===== src/rtl/ir_breathing_pwm_and_triangle_tone_tick_defines.svh =====
// ----------------------------------------------------------------------------
// Breathing PWM and triangle tone tick: assertion macros
// Shared concurrent assertion forms, clocked on clk and disabled in reset.
// ----------------------------------------------------------------------------
`ifndef IR_BREATHING_PWM_AND_TRIANGLE_TONE_TICK_DEFINES_SVH
`define IR_BREATHING_PWM_AND_TRIANGLE_TONE_TICK_DEFINES_SVH

// condition holds at every edge out of reset
`define IBPT_ASSERT_ALWAYS(lbl, cond, msg) \
  lbl: assert property (@(posedge clk) disable iff (!rst_n) (cond)) else $error(msg);

// antecedent at one edge implies consequent at the same edge
`define IBPT_ASSERT_SAME(lbl, ante, cons, msg) \
  lbl: assert property (@(posedge clk) disable iff (!rst_n) (ante) |-> (cons)) else $error(msg);

// antecedent at one edge implies consequent at the next edge
`define IBPT_ASSERT_NEXT(lbl, ante, cons, msg) \
  lbl: assert property (@(posedge clk) disable iff (!rst_n) (ante) |=> (cons)) else $error(msg);

`endif


===== src/rtl/ibpt_pkg.sv =====
// ----------------------------------------------------------------------------
// Breathing PWM and triangle tone tick: package
// Shared constants, codes and state types for the tick block.
// ----------------------------------------------------------------------------
`default_nettype none

package ibpt_pkg;

  // counter limits
  localparam logic [4:0] RAMP_TOP      = 5'd15;
  localparam logic [6:0] PWM_FRAME_TOP = 7'd42;
  localparam logic [6:0] MS_PRESCALE   = 7'd75;
  localparam logic [7:0] TONE_RESET    = 8'd128;

  // request kinds
  localparam logic KIND_TICK = 1'b0;
  localparam logic KIND_LOAD = 1'b1;

  // configuration register indexes
  localparam logic [0:0] CFG_CODE_MODE    = 1'd0;
  localparam logic [0:0] CFG_TONE_DIVIDER = 1'd1;

  // one input request
  typedef struct packed {
    logic        kind;
    logic [5:0]  pulse_width;
    logic        carrier_gate;
    logic [15:0] countdown_value;
  } item_t;

  // configuration seen by the step logic
  typedef struct packed {
    logic       code_mode;
    logic [7:0] tone_divider;
  } cfg_t;

  // timer state; frame_period needs 7 bits since a wide pulse runs it to 64
  typedef struct packed {
    logic [4:0]  ramp_step;
    logic        ramp_rising;
    logic        burst_enabled;
    logic [6:0]  frame_period;
    logic        led_level;
    logic [7:0]  tone_ticks;
    logic [8:0]  tone_phase;
    logic [7:0]  tone_sample;
    logic [6:0]  ms_prescale;
    logic [31:0] ms_total;
    logic [15:0] countdown;
  } state_t;

  // timer state after reset
  localparam state_t STATE_RESET = '{
    ramp_step:     5'd0,
    ramp_rising:   1'b1,
    burst_enabled: 1'b1,
    frame_period:  7'd0,
    led_level:     1'b0,
    tone_ticks:    8'd0,
    tone_phase:    9'd0,
    tone_sample:   TONE_RESET,
    ms_prescale:   7'd0,
    ms_total:      32'd0,
    countdown:     16'd0
  };

endpackage

`default_nettype wire


===== src/rtl/ibpt_chan_if.sv =====
// ----------------------------------------------------------------------------
// Breathing PWM and triangle tone tick: channel interfaces
// Valid/ready channels for the input requests and the result requests.
// ----------------------------------------------------------------------------
`default_nettype none

interface ibpt_in_if;
  logic        valid;
  logic        ready;
  logic        kind;
  logic [5:0]  pulse_width;
  logic        carrier_gate;
  logic [15:0] countdown_value;

  modport source (output valid, kind, pulse_width, carrier_gate, countdown_value,
                  input ready);
  modport sink   (input valid, kind, pulse_width, carrier_gate, countdown_value,
                  output ready);
endinterface

interface ibpt_out_if;
  logic        valid;
  logic        ready;
  logic        ir_led;
  logic [7:0]  tone_level;
  logic [31:0] ms_count;
  logic        countdown_done;

  modport source (output valid, ir_led, tone_level, ms_count, countdown_done,
                  input ready);
  modport sink   (input valid, ir_led, tone_level, ms_count, countdown_done,
                  output ready);
endinterface

`default_nettype wire


===== src/rtl/ibpt_step.sv =====
// ----------------------------------------------------------------------------
// Breathing PWM and triangle tone tick: next-state logic
// Computes the timer state after one request from the current state.
// ----------------------------------------------------------------------------
`default_nettype none

module ibpt_step
  import ibpt_pkg::*;
(
  input  wire state_t cur,
  input  wire cfg_t   cfg,
  input  wire item_t  item,
  output state_t      nxt
);

  logic [4:0] step_dn;
  logic [6:0] frame_n;
  logic [7:0] ticks_inc;
  logic [8:0] phase_n;

  always_comb begin
    nxt       = cur;
    frame_n   = cur.frame_period;
    step_dn   = (cur.ramp_step != 5'd0) ? cur.ramp_step - 5'd1 : 5'd0;
    ticks_inc = cur.tone_ticks + 8'd1;
    phase_n   = cur.tone_phase + 9'd1;

    if (item.kind == KIND_LOAD) begin
      // load: countdown takes the value, gate off clears the led
      nxt.countdown = item.countdown_value;
      if (!item.carrier_gate) begin
        nxt.led_level = 1'b0;
      end
    end else begin
      if (cfg.code_mode) begin
        // gated carrier and countdown
        if (item.carrier_gate) begin
          nxt.led_level = ~cur.led_level;
        end
        if (cur.countdown != 16'd0) begin
          nxt.countdown = cur.countdown - 16'd1;
        end
      end else begin
        // breathing ramp
        if (cur.ramp_rising) begin
          nxt.ramp_step = cur.ramp_step + 5'd1;
          if (cur.ramp_step >= RAMP_TOP) begin
            nxt.ramp_rising = 1'b0;
          end
          nxt.led_level = cur.burst_enabled ? ~cur.led_level : 1'b0;
        end else begin
          nxt.ramp_step = step_dn;
          if (step_dn == 5'd0) begin
            nxt.ramp_rising = 1'b1;
            frame_n         = cur.frame_period + 7'd1;
          end
          nxt.led_level = 1'b0;
        end

        // pwm frame
        nxt.frame_period = frame_n;
        if (frame_n > {1'b0, item.pulse_width}) begin
          nxt.burst_enabled = 1'b0;
          if (frame_n > PWM_FRAME_TOP) begin
            nxt.frame_period = 7'd0;
            if (item.pulse_width != 6'd0) begin
              nxt.burst_enabled = 1'b1;
            end
          end
        end

        // tone divider and triangle
        if (ticks_inc > cfg.tone_divider) begin
          nxt.tone_ticks  = 8'd0;
          nxt.tone_phase  = phase_n;
          nxt.tone_sample = phase_n[8] ? (8'd0 - phase_n[7:0]) : phase_n[7:0];
        end else begin
          nxt.tone_ticks = ticks_inc;
        end
      end

      // millisecond prescaler
      if (cur.ms_prescale >= MS_PRESCALE - 7'd1) begin
        nxt.ms_prescale = 7'd0;
        nxt.ms_total    = cur.ms_total + 32'd1;
      end else begin
        nxt.ms_prescale = cur.ms_prescale + 7'd1;
      end
    end
  end

endmodule

`default_nettype wire


===== src/rtl/ir_breathing_pwm_and_triangle_tone_tick.sv =====
// ----------------------------------------------------------------------------
// Breathing PWM and triangle tone tick: top level
// Timer tick block driving an IR carrier, a triangle tone and a ms count.
// ----------------------------------------------------------------------------
// Usage:
//   in_chan carries one request per tick (kind 0) or a countdown load
//   (kind 1); out_chan returns exactly one result per request: led level,
//   tone level, millisecond count and countdown-done flag, all as they
//   stand after that request.
//   cfg_we/cfg_index/cfg_data write code_mode (index 0) and tone_divider
//   (index 1); write them only while no request is in flight.
//   A request accepted at one edge has its result valid after that edge.
//   Throughput is one request per cycle while the receiver takes each result;
//   the state update and result sit in a single register stage behind the step logic.
//   When the receiver stalls, the result register holds and in_chan.ready
//   drops until the result is taken; no request is lost.
//   Synchronous reset clears all timer state to its start values (tone
//   level 128, ramp rising, burst enabled) and empties the result register.
// ----------------------------------------------------------------------------
`default_nettype none

`include "ir_breathing_pwm_and_triangle_tone_tick_defines.svh"

module ir_breathing_pwm_and_triangle_tone_tick
  import ibpt_pkg::*;
(
  input  wire logic       clk,
  input  wire logic       rst_n,
  ibpt_in_if.sink         in_chan,
  ibpt_out_if.source      out_chan,
  input  wire logic       cfg_we,
  input  wire logic [0:0] cfg_index,
  input  wire logic [7:0] cfg_data
);

  cfg_t   cfg_r;
  state_t state_r;
  state_t state_nxt;
  item_t  item;
  logic   out_valid_r;
  logic   accept;

  // handshake: take a request whenever the result slot is free or leaving
  assign in_chan.ready = !out_valid_r || out_chan.ready;
  assign accept        = in_chan.valid && in_chan.ready;

  assign item.kind            = in_chan.kind;
  assign item.pulse_width     = in_chan.pulse_width;
  assign item.carrier_gate    = in_chan.carrier_gate;
  assign item.countdown_value = in_chan.countdown_value;

  // next state for the request on the input
  ibpt_step u_step (
    .cur  (state_r),
    .cfg  (cfg_r),
    .item (item),
    .nxt  (state_nxt)
  );

  // configuration registers
  always_ff @(posedge clk) begin
    if (!rst_n) begin
      cfg_r <= '0;
    end else if (cfg_we) begin
      unique case (cfg_index)
        CFG_CODE_MODE:    cfg_r.code_mode    <= cfg_data[0];
        CFG_TONE_DIVIDER: cfg_r.tone_divider <= cfg_data;
        default:          cfg_r              <= cfg_r;
      endcase
    end
  end

  // timer state
  always_ff @(posedge clk) begin
    if (!rst_n) begin
      state_r <= STATE_RESET;
    end else if (accept) begin
      state_r <= state_nxt;
    end
  end

  // result valid
  always_ff @(posedge clk) begin
    if (!rst_n) begin
      out_valid_r <= 1'b0;
    end else if (in_chan.ready) begin
      out_valid_r <= in_chan.valid;
    end
  end

  // results come straight from the registered state
  assign out_chan.valid          = out_valid_r;
  assign out_chan.ir_led         = state_r.led_level;
  assign out_chan.tone_level     = state_r.tone_sample;
  assign out_chan.ms_count       = state_r.ms_total;
  assign out_chan.countdown_done = (state_r.countdown == 16'd0);

  // checks
  `IBPT_ASSERT_SAME(a_stall_blocks_input, out_chan.valid && !out_chan.ready, !in_chan.ready, "input taken while result stalled")
  `IBPT_ASSERT_ALWAYS(a_prescale_range, state_r.ms_prescale < MS_PRESCALE, "ms prescaler out of range")
  `IBPT_ASSERT_ALWAYS(a_ramp_range, state_r.ramp_step <= RAMP_TOP + 5'd1, "ramp step out of range")
  `IBPT_ASSERT_NEXT(a_load_done, accept && in_chan.kind == KIND_LOAD, out_chan.countdown_done == ($past(in_chan.countdown_value) == 16'd0), "countdown load not reflected")
  `IBPT_ASSERT_NEXT(a_ms_step, 1'b1, (state_r.ms_total == $past(state_r.ms_total)) || (state_r.ms_total == $past(state_r.ms_total) + 32'd1), "ms count jumped")

endmodule

`default_nettype wire


===== src/flat_wrapper.sv =====
// flat-port wrapper written by rule: the top's interface ports become plain ports
module ir_breathing_pwm_and_triangle_tone_tick_flat import ibpt_pkg::*;
  (clk, rst_n, cfg_we, cfg_index, cfg_data, in_chan_valid, in_chan_kind, in_chan_pulse_width, in_chan_carrier_gate, in_chan_countdown_value, in_chan_ready, out_chan_valid, out_chan_ir_led, out_chan_tone_level, out_chan_ms_count, out_chan_countdown_done, out_chan_ready);
  ibpt_in_if in_chan_i ();
  ibpt_out_if out_chan_i ();
  input  wire logic clk;
  input  wire logic rst_n;
  input  wire logic cfg_we;
  input  wire logic [0:0] cfg_index;
  input  wire logic [7:0] cfg_data;
  input wire logic [$bits(in_chan_i.valid)-1:0] in_chan_valid;
  input wire logic [$bits(in_chan_i.kind)-1:0] in_chan_kind;
  input wire logic [$bits(in_chan_i.pulse_width)-1:0] in_chan_pulse_width;
  input wire logic [$bits(in_chan_i.carrier_gate)-1:0] in_chan_carrier_gate;
  input wire logic [$bits(in_chan_i.countdown_value)-1:0] in_chan_countdown_value;
  output wire logic [$bits(in_chan_i.ready)-1:0] in_chan_ready;
  output wire logic [$bits(out_chan_i.valid)-1:0] out_chan_valid;
  output wire logic [$bits(out_chan_i.ir_led)-1:0] out_chan_ir_led;
  output wire logic [$bits(out_chan_i.tone_level)-1:0] out_chan_tone_level;
  output wire logic [$bits(out_chan_i.ms_count)-1:0] out_chan_ms_count;
  output wire logic [$bits(out_chan_i.countdown_done)-1:0] out_chan_countdown_done;
  input wire logic [$bits(out_chan_i.ready)-1:0] out_chan_ready;
  assign in_chan_i.valid = in_chan_valid;
  assign in_chan_i.kind = in_chan_kind;
  assign in_chan_i.pulse_width = in_chan_pulse_width;
  assign in_chan_i.carrier_gate = in_chan_carrier_gate;
  assign in_chan_i.countdown_value = in_chan_countdown_value;
  assign in_chan_ready = in_chan_i.ready;
  assign out_chan_valid = out_chan_i.valid;
  assign out_chan_ir_led = out_chan_i.ir_led;
  assign out_chan_tone_level = out_chan_i.tone_level;
  assign out_chan_ms_count = out_chan_i.ms_count;
  assign out_chan_countdown_done = out_chan_i.countdown_done;
  assign out_chan_i.ready = out_chan_ready;
  ir_breathing_pwm_and_triangle_tone_tick u_core (.clk(clk), .rst_n(rst_n), .in_chan(in_chan_i), .out_chan(out_chan_i), .cfg_we(cfg_we), .cfg_index(cfg_index), .cfg_data(cfg_data));
endmodule

===== config.mk =====
export PLATFORM = sky130hd
export DESIGN_NAME = ir_breathing_pwm_and_triangle_tone_tick_flat
export DESIGN_NICKNAME = d
export VERILOG_FILES = /design/src/rtl/ibpt_pkg.sv /design/src/rtl/ibpt_chan_if.sv /design/src/rtl/ibpt_step.sv /design/src/rtl/ir_breathing_pwm_and_triangle_tone_tick.sv /design/src/flat_wrapper.sv
export VERILOG_INCLUDE_DIRS = /design/src /design/src/rtl
export SDC_FILE = /design/constraint.sdc
export NUM_CORES = 1
export LEC_CHECK = 0
export BUFFER_PORTS_ARGS = -buffer_cell sky130_fd_sc_hd__buf_4
export CORE_ASPECT_RATIO = 0.8
export CORE_MARGIN = 2
export CORE_UTILIZATION = 52
export CTS_CLUSTER_DIAMETER = 100
export DETAILED_ROUTE_END_ITERATION = 12
export GPL_TIMING_DRIVEN = 0
export PLACE_DENSITY = 0.75
export REMOVE_ABC_BUFFERS = 1
export SYNTH_ARGS = -nofsm -noshare
export SYNTH_HDL_FRONTEND = slang
export SYNTH_HIERARCHICAL = 1
export SYNTH_SLANG_ARGS = --single-unit
export TNS_END_PERCENT = 5

===== constraint.sdc =====
create_clock -name clk -period 3.8 [get_ports clk]
set_clock_uncertainty 0.2 [all_clocks]
set_input_delay 0.38 -clock clk [delete_from_list [all_inputs] [get_ports clk]]
set_output_delay 0.38 -clock clk [all_outputs]
set_load 0.03 [all_outputs]

* Word level (Yosys, flattened, before mapping)
Cells that the tools add are included.
** Word-level totals
- Word-level logic and storage cells :: 76
- Memories kept :: 0
- Bits in registers :: 105
- ROM bits :: 0
- Output and inout port bits :: 44
- Bits in latches :: 0
- Bits of input ports :: 38
- Memory bits (writable) :: 0
** Cells by class
- Muxes and demuxes :: 23
- Eq/ne operators :: 2
- Divide/modulo/power cells :: 0
- Multiply operators :: 0
- $add $sub $neg :: 9
- Shift operators :: 0
- Reduce and logical (&&, ||, !) cells :: 19
- Magnitude comparators :: 5
- Bitwise operators :: 4
** Operator list (count)
- 16-bit 2-to-1 mux :: 3
- 7-bit 2-to-1 mux :: 6
- 32-bit by 1-bit adder with 32-bit output (second input constant) :: 1
- 8-bit 2-to-1 mux :: 3
- 16-bit zero test :: 1
- 16-bit nonzero test :: 1
- 16-bit by 1-bit subtractor with 16-bit output (second input constant) :: 1
- 7-bit by 1-bit adder with 7-bit output (second input constant) :: 2
- 3-bit AND reduction :: 4
- 9-bit by 1-bit adder with 9-bit output (second input constant) :: 1
- 1-bit 2-to-1 mux :: 9
- 8-bit by 1-bit adder with 8-bit output (second input constant) :: 1
- 8-bit greater-than comparator :: 1
- 4-bit AND reduction :: 2
- 1-bit by 8-bit subtractor with 8-bit output (first input constant) :: 1
- 7-bit greater-or-equal comparator (second input constant) :: 1
- 7-bit by 6-bit greater-than comparator with 1-bit output :: 1
- 7-bit by 6-bit greater-than comparator with 1-bit output (second input constant) :: 1
- 6-bit 2-to-1 mux :: 1
- 2-bit AND reduction :: 3
- 6-bit nonzero test :: 1
- 5-bit by 1-bit adder with 5-bit output (second input constant) :: 1
- 5-bit by 4-bit greater-or-equal comparator with 1-bit output (second input constant) :: 1
- 5-bit zero test :: 1
- 10 further kinds :: 14

* Depth between registers and ports, before layout
- Depth in word-level cells :: 10
- Mapped depth :: 20
- Depth with buffers taken out :: 19

* Hierarchy
Netlist, hierarchy kept.
** Modules (own cells, without submodules)
- ir_breathing_pwm_and_triangle_tone_tick :: area each 4478.0 um^2, cells an instance 502, sequential area each 2102.0 um^2, instances 1
- ibpt_step :: area each 3062.9 um^2, cells an instance 477, sequential area each 0.0 um^2, instances 1

* Worst setup path after synthesis
OpenSTA, ideal clock, no wires.
- Kind :: register -> register
- From :: register u_core/state_r[90] (netlist bit)
- To :: register u_core/state_r[81] (netlist bit)
- Setup time :: 0.072 ns
- Stages on the path, launching flop included :: 19
- Arrival :: 3.399 ns
- Required time :: 3.528 ns
- Path buffers :: 1
- Slack :: 0.129 ns
- Cells stage by stage :: dfxtp_1 inv_1 ha_1 and3b_1 a2111oi_2 and2_1 buf_4 a31oi_1 or2_2 ha_1 and4_1 o211ai_1 nand2_1 and3b_1 a41o_1 o21ba_4 a211oi_2 nand2_1 mux2i_1
** On the way
- Word-level cells in the longest chain between the ends :: 10
- Elaborated cells on any way between the ends :: 12
** Ends and longest elaborated chain
- from (decl) :: line ir_breathing_pwm_and_triangle_tone_tick.sv:37 : state_t state_r;
- from (signal assigned) :: line ir_breathing_pwm_and_triangle_tone_tick.sv:78 : state_r <= state_nxt;
- 5-bit by 1-bit subtractor with 5-bit output or 5-bit nonzero test (tied branches) :: line ibpt_step.sv:24 : step_dn = (cur.ramp_step != 5'd0) ? cur.ramp_step - 5'd1 : 5'd0;
- 5-bit 2-to-1 mux (*) :: line ibpt_step.sv:24
- 5-bit zero test (*) :: line ibpt_step.sv:53 : if (step_dn == 5'd0) begin
- 7-bit 2-to-1 mux (*) :: line ibpt_step.sv:53
- 7-bit 2-to-1 mux (*) :: line ibpt_step.sv:45 : if (cur.ramp_rising) begin
- 7-bit 2-to-1 mux (*) :: line ibpt_step.sv:35 : if (cfg.code_mode) begin
- 7-bit 2-to-1 mux (*) :: line ibpt_step.sv:28 : if (item.kind == KIND_LOAD) begin
- 7-bit by 6-bit greater-than comparator with 1-bit output :: line ibpt_step.sv:64 : if (frame_n > PWM_FRAME_TOP) begin
- 8-bit 2-to-1 mux :: line ibpt_step.sv:64
- 7-bit 2-to-1 mux (*) :: line ibpt_step.sv:62 : if (frame_n > {1'b0, item.pulse_width}) begin
Every way passes the cells marked *; elsewhere a longest branch is shown, timed or not. The select of a mux whose other input is x is not followed.
A chain may end at the register's enable or synchronous reset.

* Final worst setup path
Same ends and word-level chain as after synthesis.

==> results.cfg <==
[clock_network]
tritoncts = yes
clk_pin_slew_worst_paths_ns = 0.08
cts-root-buf = clkbuf_16
cts_sinks = 105
clk-insertion-delay-late_ns = 0.35
cts_made_buffers = 9
htree_levels = 3
cts.path.max_buffers = 2

[timing]
period_share = 0.9763
finalMaxSlewViolations = 0
fin_crit_ns = 3.710
fmax_mhz = 269.5
finalSetupViolCount = 0
worstMarginPinSlew_ns = 0.8731
finalHoldViolations = 0
relSlewSlack = 0.4158

[placement]
dp_hpwl_mm = 9.953
place_congestion = 0.8169
portBuffers = 81
placed_cells = 1150

[yosys]
ys.flop_type = dfxtp_1
yosysSeqAreaShare = 0.2787
syn_area_um2 = 7541
ys_ff_latch = 105
yosysUniqueCellTypes = 61
synth_edf_count = 0
avgSynthCellArea_um2 = 7.703
async_flop_share = 0
syn_inst = 979
yosysWarningCount = 6

[critical_path]
max_stage_delay_ns = 0.45
crit_path_start_kind = flop
crit_required_ns = 3.83
critPathBufInv = 3
crit_chain = inv_1 > ha_4 > and3b_1 > a2111oi_4 > and2_4 > buf_4 > nand3_1 > xor2_2 > inv_1 > ha_4 > or4b_4 > a41o_1 > o21ba_4 > a211oi_2 > nand2_1 > mux2i_1
criticalPathCategory = reg2reg
cp_top_family = simple AND/OR/NAND/NOR gates
path_max_fanout = 7
slowest_stage = or4b_4
end_kind = flop
cp.arrival_ns = 3.74

[detailed_routing]
detail-route-antenna-nets = 0
wl_mm = 14.90
drc = 0
wire_per_inst_um = 12.69
via_count = 6205
first_iter_violations = 335
first_pass_iters = 5
viasPerCell = 5.285

[finish]
area_delta_synth_final_pct = 10.65
layout.nets = 1048
final_cells = 1174
layout-drive-gt1-share = 0.1455
post-route-util = 0.5856
diodes = 0

[outcome]
status = finished clean

[power_and_ir_drop]
ir_drop_mv = 0.2401
p_per_area_nw_per_um2 = 304.1
p_leak_nw = 3.466

[grt]
grt_antenna_before_repair = 0
grt_pass1_vias = 5318
grt_pass1_wl_mm = 24.96
grt_overflow = 0
grt_usage = 0.1860
grt_max_degree = 109

[floorplanning]
die_h_um = 111.7
num_io_pins = 82
start_util = 0.5292
row_count = 39
core_area_um2 = 14250
die_area_um2 = 15490
die_w_um = 138.6

[hold_path]
hold_class = in2reg

[job]
drv_cap = 0
power by group:
| part | total [W] | internal (W) | switching (W) |
|---|---|---|---|
| logic | 0.000422 | 0.000182 | 0.000240 |
| registers | 0.00116 | 0.00113 | 0.0000386 |
| clock network | 0.000951 | 0.000514 | 0.000437 |
Yosys cell counts, types with 15 or more instances:
cell type,number,share of area
nand4_1,16,0.013
nor2_1,48,0.024
xnor2_1,41,0.048
inv_1,31,0.015
xor2_1,37,0.043
nand2_1,258,0.13
and3_1,15,0.012
o21ai_0,35,0.023
buf_4,42,0.042
clkbuf_1,35,0.017
nand3_1,32,0.021
ha_1,25,0.041
mux2i_1,98,0.13
dfxtp_1,105,0.28
a21oi_1,16,0.011
per-layer routing:
| layer | vias up | global-route usage | share of wire |
|---|---|---|---|
| li1 | 3283 | - | - |
| met1 | 2813 | 0.2684 | 0.52 |
| met2 | 96 | 0.2927 | 0.44 |
| met3 | 13 | 0.02925 | 0.030 |
| met4 | 0 | 0.04579 | 0.013 |
| met5 | - | 0 | 0 |
metrics by stage:
step	TNS (ns)	power [W]	hold slack, ns	setup WS, ns	cell area, µm²
2_1_floorplan	-56.53	0.001455	0.2347	-0.5980	6954
3_3_place_gp	-160.94	0.001594	0.2468	-1.759	7792
3_5_place_dp	-2.397	0.001584	0.2530	-0.4336	7874
4_1_cts	0	0.002548	0.08601	0.003255	8227
5_1_grt	-0.1697	0.002655	0.08592	-0.05188	8344
6_report	0	0.002538	0.09063	0.08998	8344
layout make-up:
class | count | area, µm²
clock inverter | 6 | 67.56
fill | 1300 | 5904
multi-input combinational | 746 | 4843
timing repair buffer | 92 | 747.0
clock buffer | 10 | 229.0
sequential | 105 | 2111
inverter | 31 | 116.4
tap | 184 | 230.2
what timing repair did:
item / in CTS / in global routing
hold buffers: 0 / 0
resized for setup: 10 / 14
pin swaps: 2 / 9
buffers inserted: 3 / 5
setup endpoints to repair: 7 / 22
cell families (layout without fill, tap and decap cells):
kind of cell	after synthesis	in the layout	share of synthesized area
compound gates	110	110	0.09706
fa+ha+maj	25	25	0.04148
xor+xnor	78	78	0.09059
buf+inv	128	139	0.09325
simple gates	430	430	0.2613
flops	105	105	0.2787
mux	103	103	0.1375
layout by cell type (no fill, tap or decap), drive strengths merged, types with 8 or more instances in the layout:
cell and instances:
a21boi 9, a21oi 16, and2 8, and3 15, buf 92, clkbuf 10
dfxtp 105, ha 25, inv 32, mux2i 98, nand2 258, nand3 32
nand4 16, nor2 49, nor4 8, o21ai 37, xnor2 41, xor2 37
tightest hold or removal path, delay by kind of cell:
| family | cells | cell delay [ns] |
|---|---|---|
| AND/OR/NAND/NOR | 1 | 0.05 |
| buffers and inverters | 1 | 0.11 |
| AO/OA/AOI/OAI | 1 | 0.06 |
registers in the layout (all words and copies together) (netlist names):
| signal | count |
|---|---|
| u_core/out_chan.valid | 1 |
| u_core/out_chan.ms_count | 32 |
| u_core/out_chan.tone_level | 8 |
| u_core/cfg_r | 9 |
| u_core/state_r | 54 |
| u_core/out_chan.ir_led | 1 |
path summary, 6_finish.rpt:
| kind | start | endpoint | slack (ns) | depth (start not counted) |
|---|---|---|---|---|
| worst min-delay path | cfg_data[7] | u_core/cfg_r[7] | 0.09 | 3 |
| worst max register to register | u_core/state_r[90] | u_core/state_r[81] | 0.09 | 16 |
| worst min register to register | u_core/state_r[87] | u_core/state_r[87] | 0.27 | 2 |
| worst max-delay path | u_core/state_r[90] | u_core/state_r[81] | 0.09 | 16 |
Note: power is estimated with default switching activity, not from simulation.
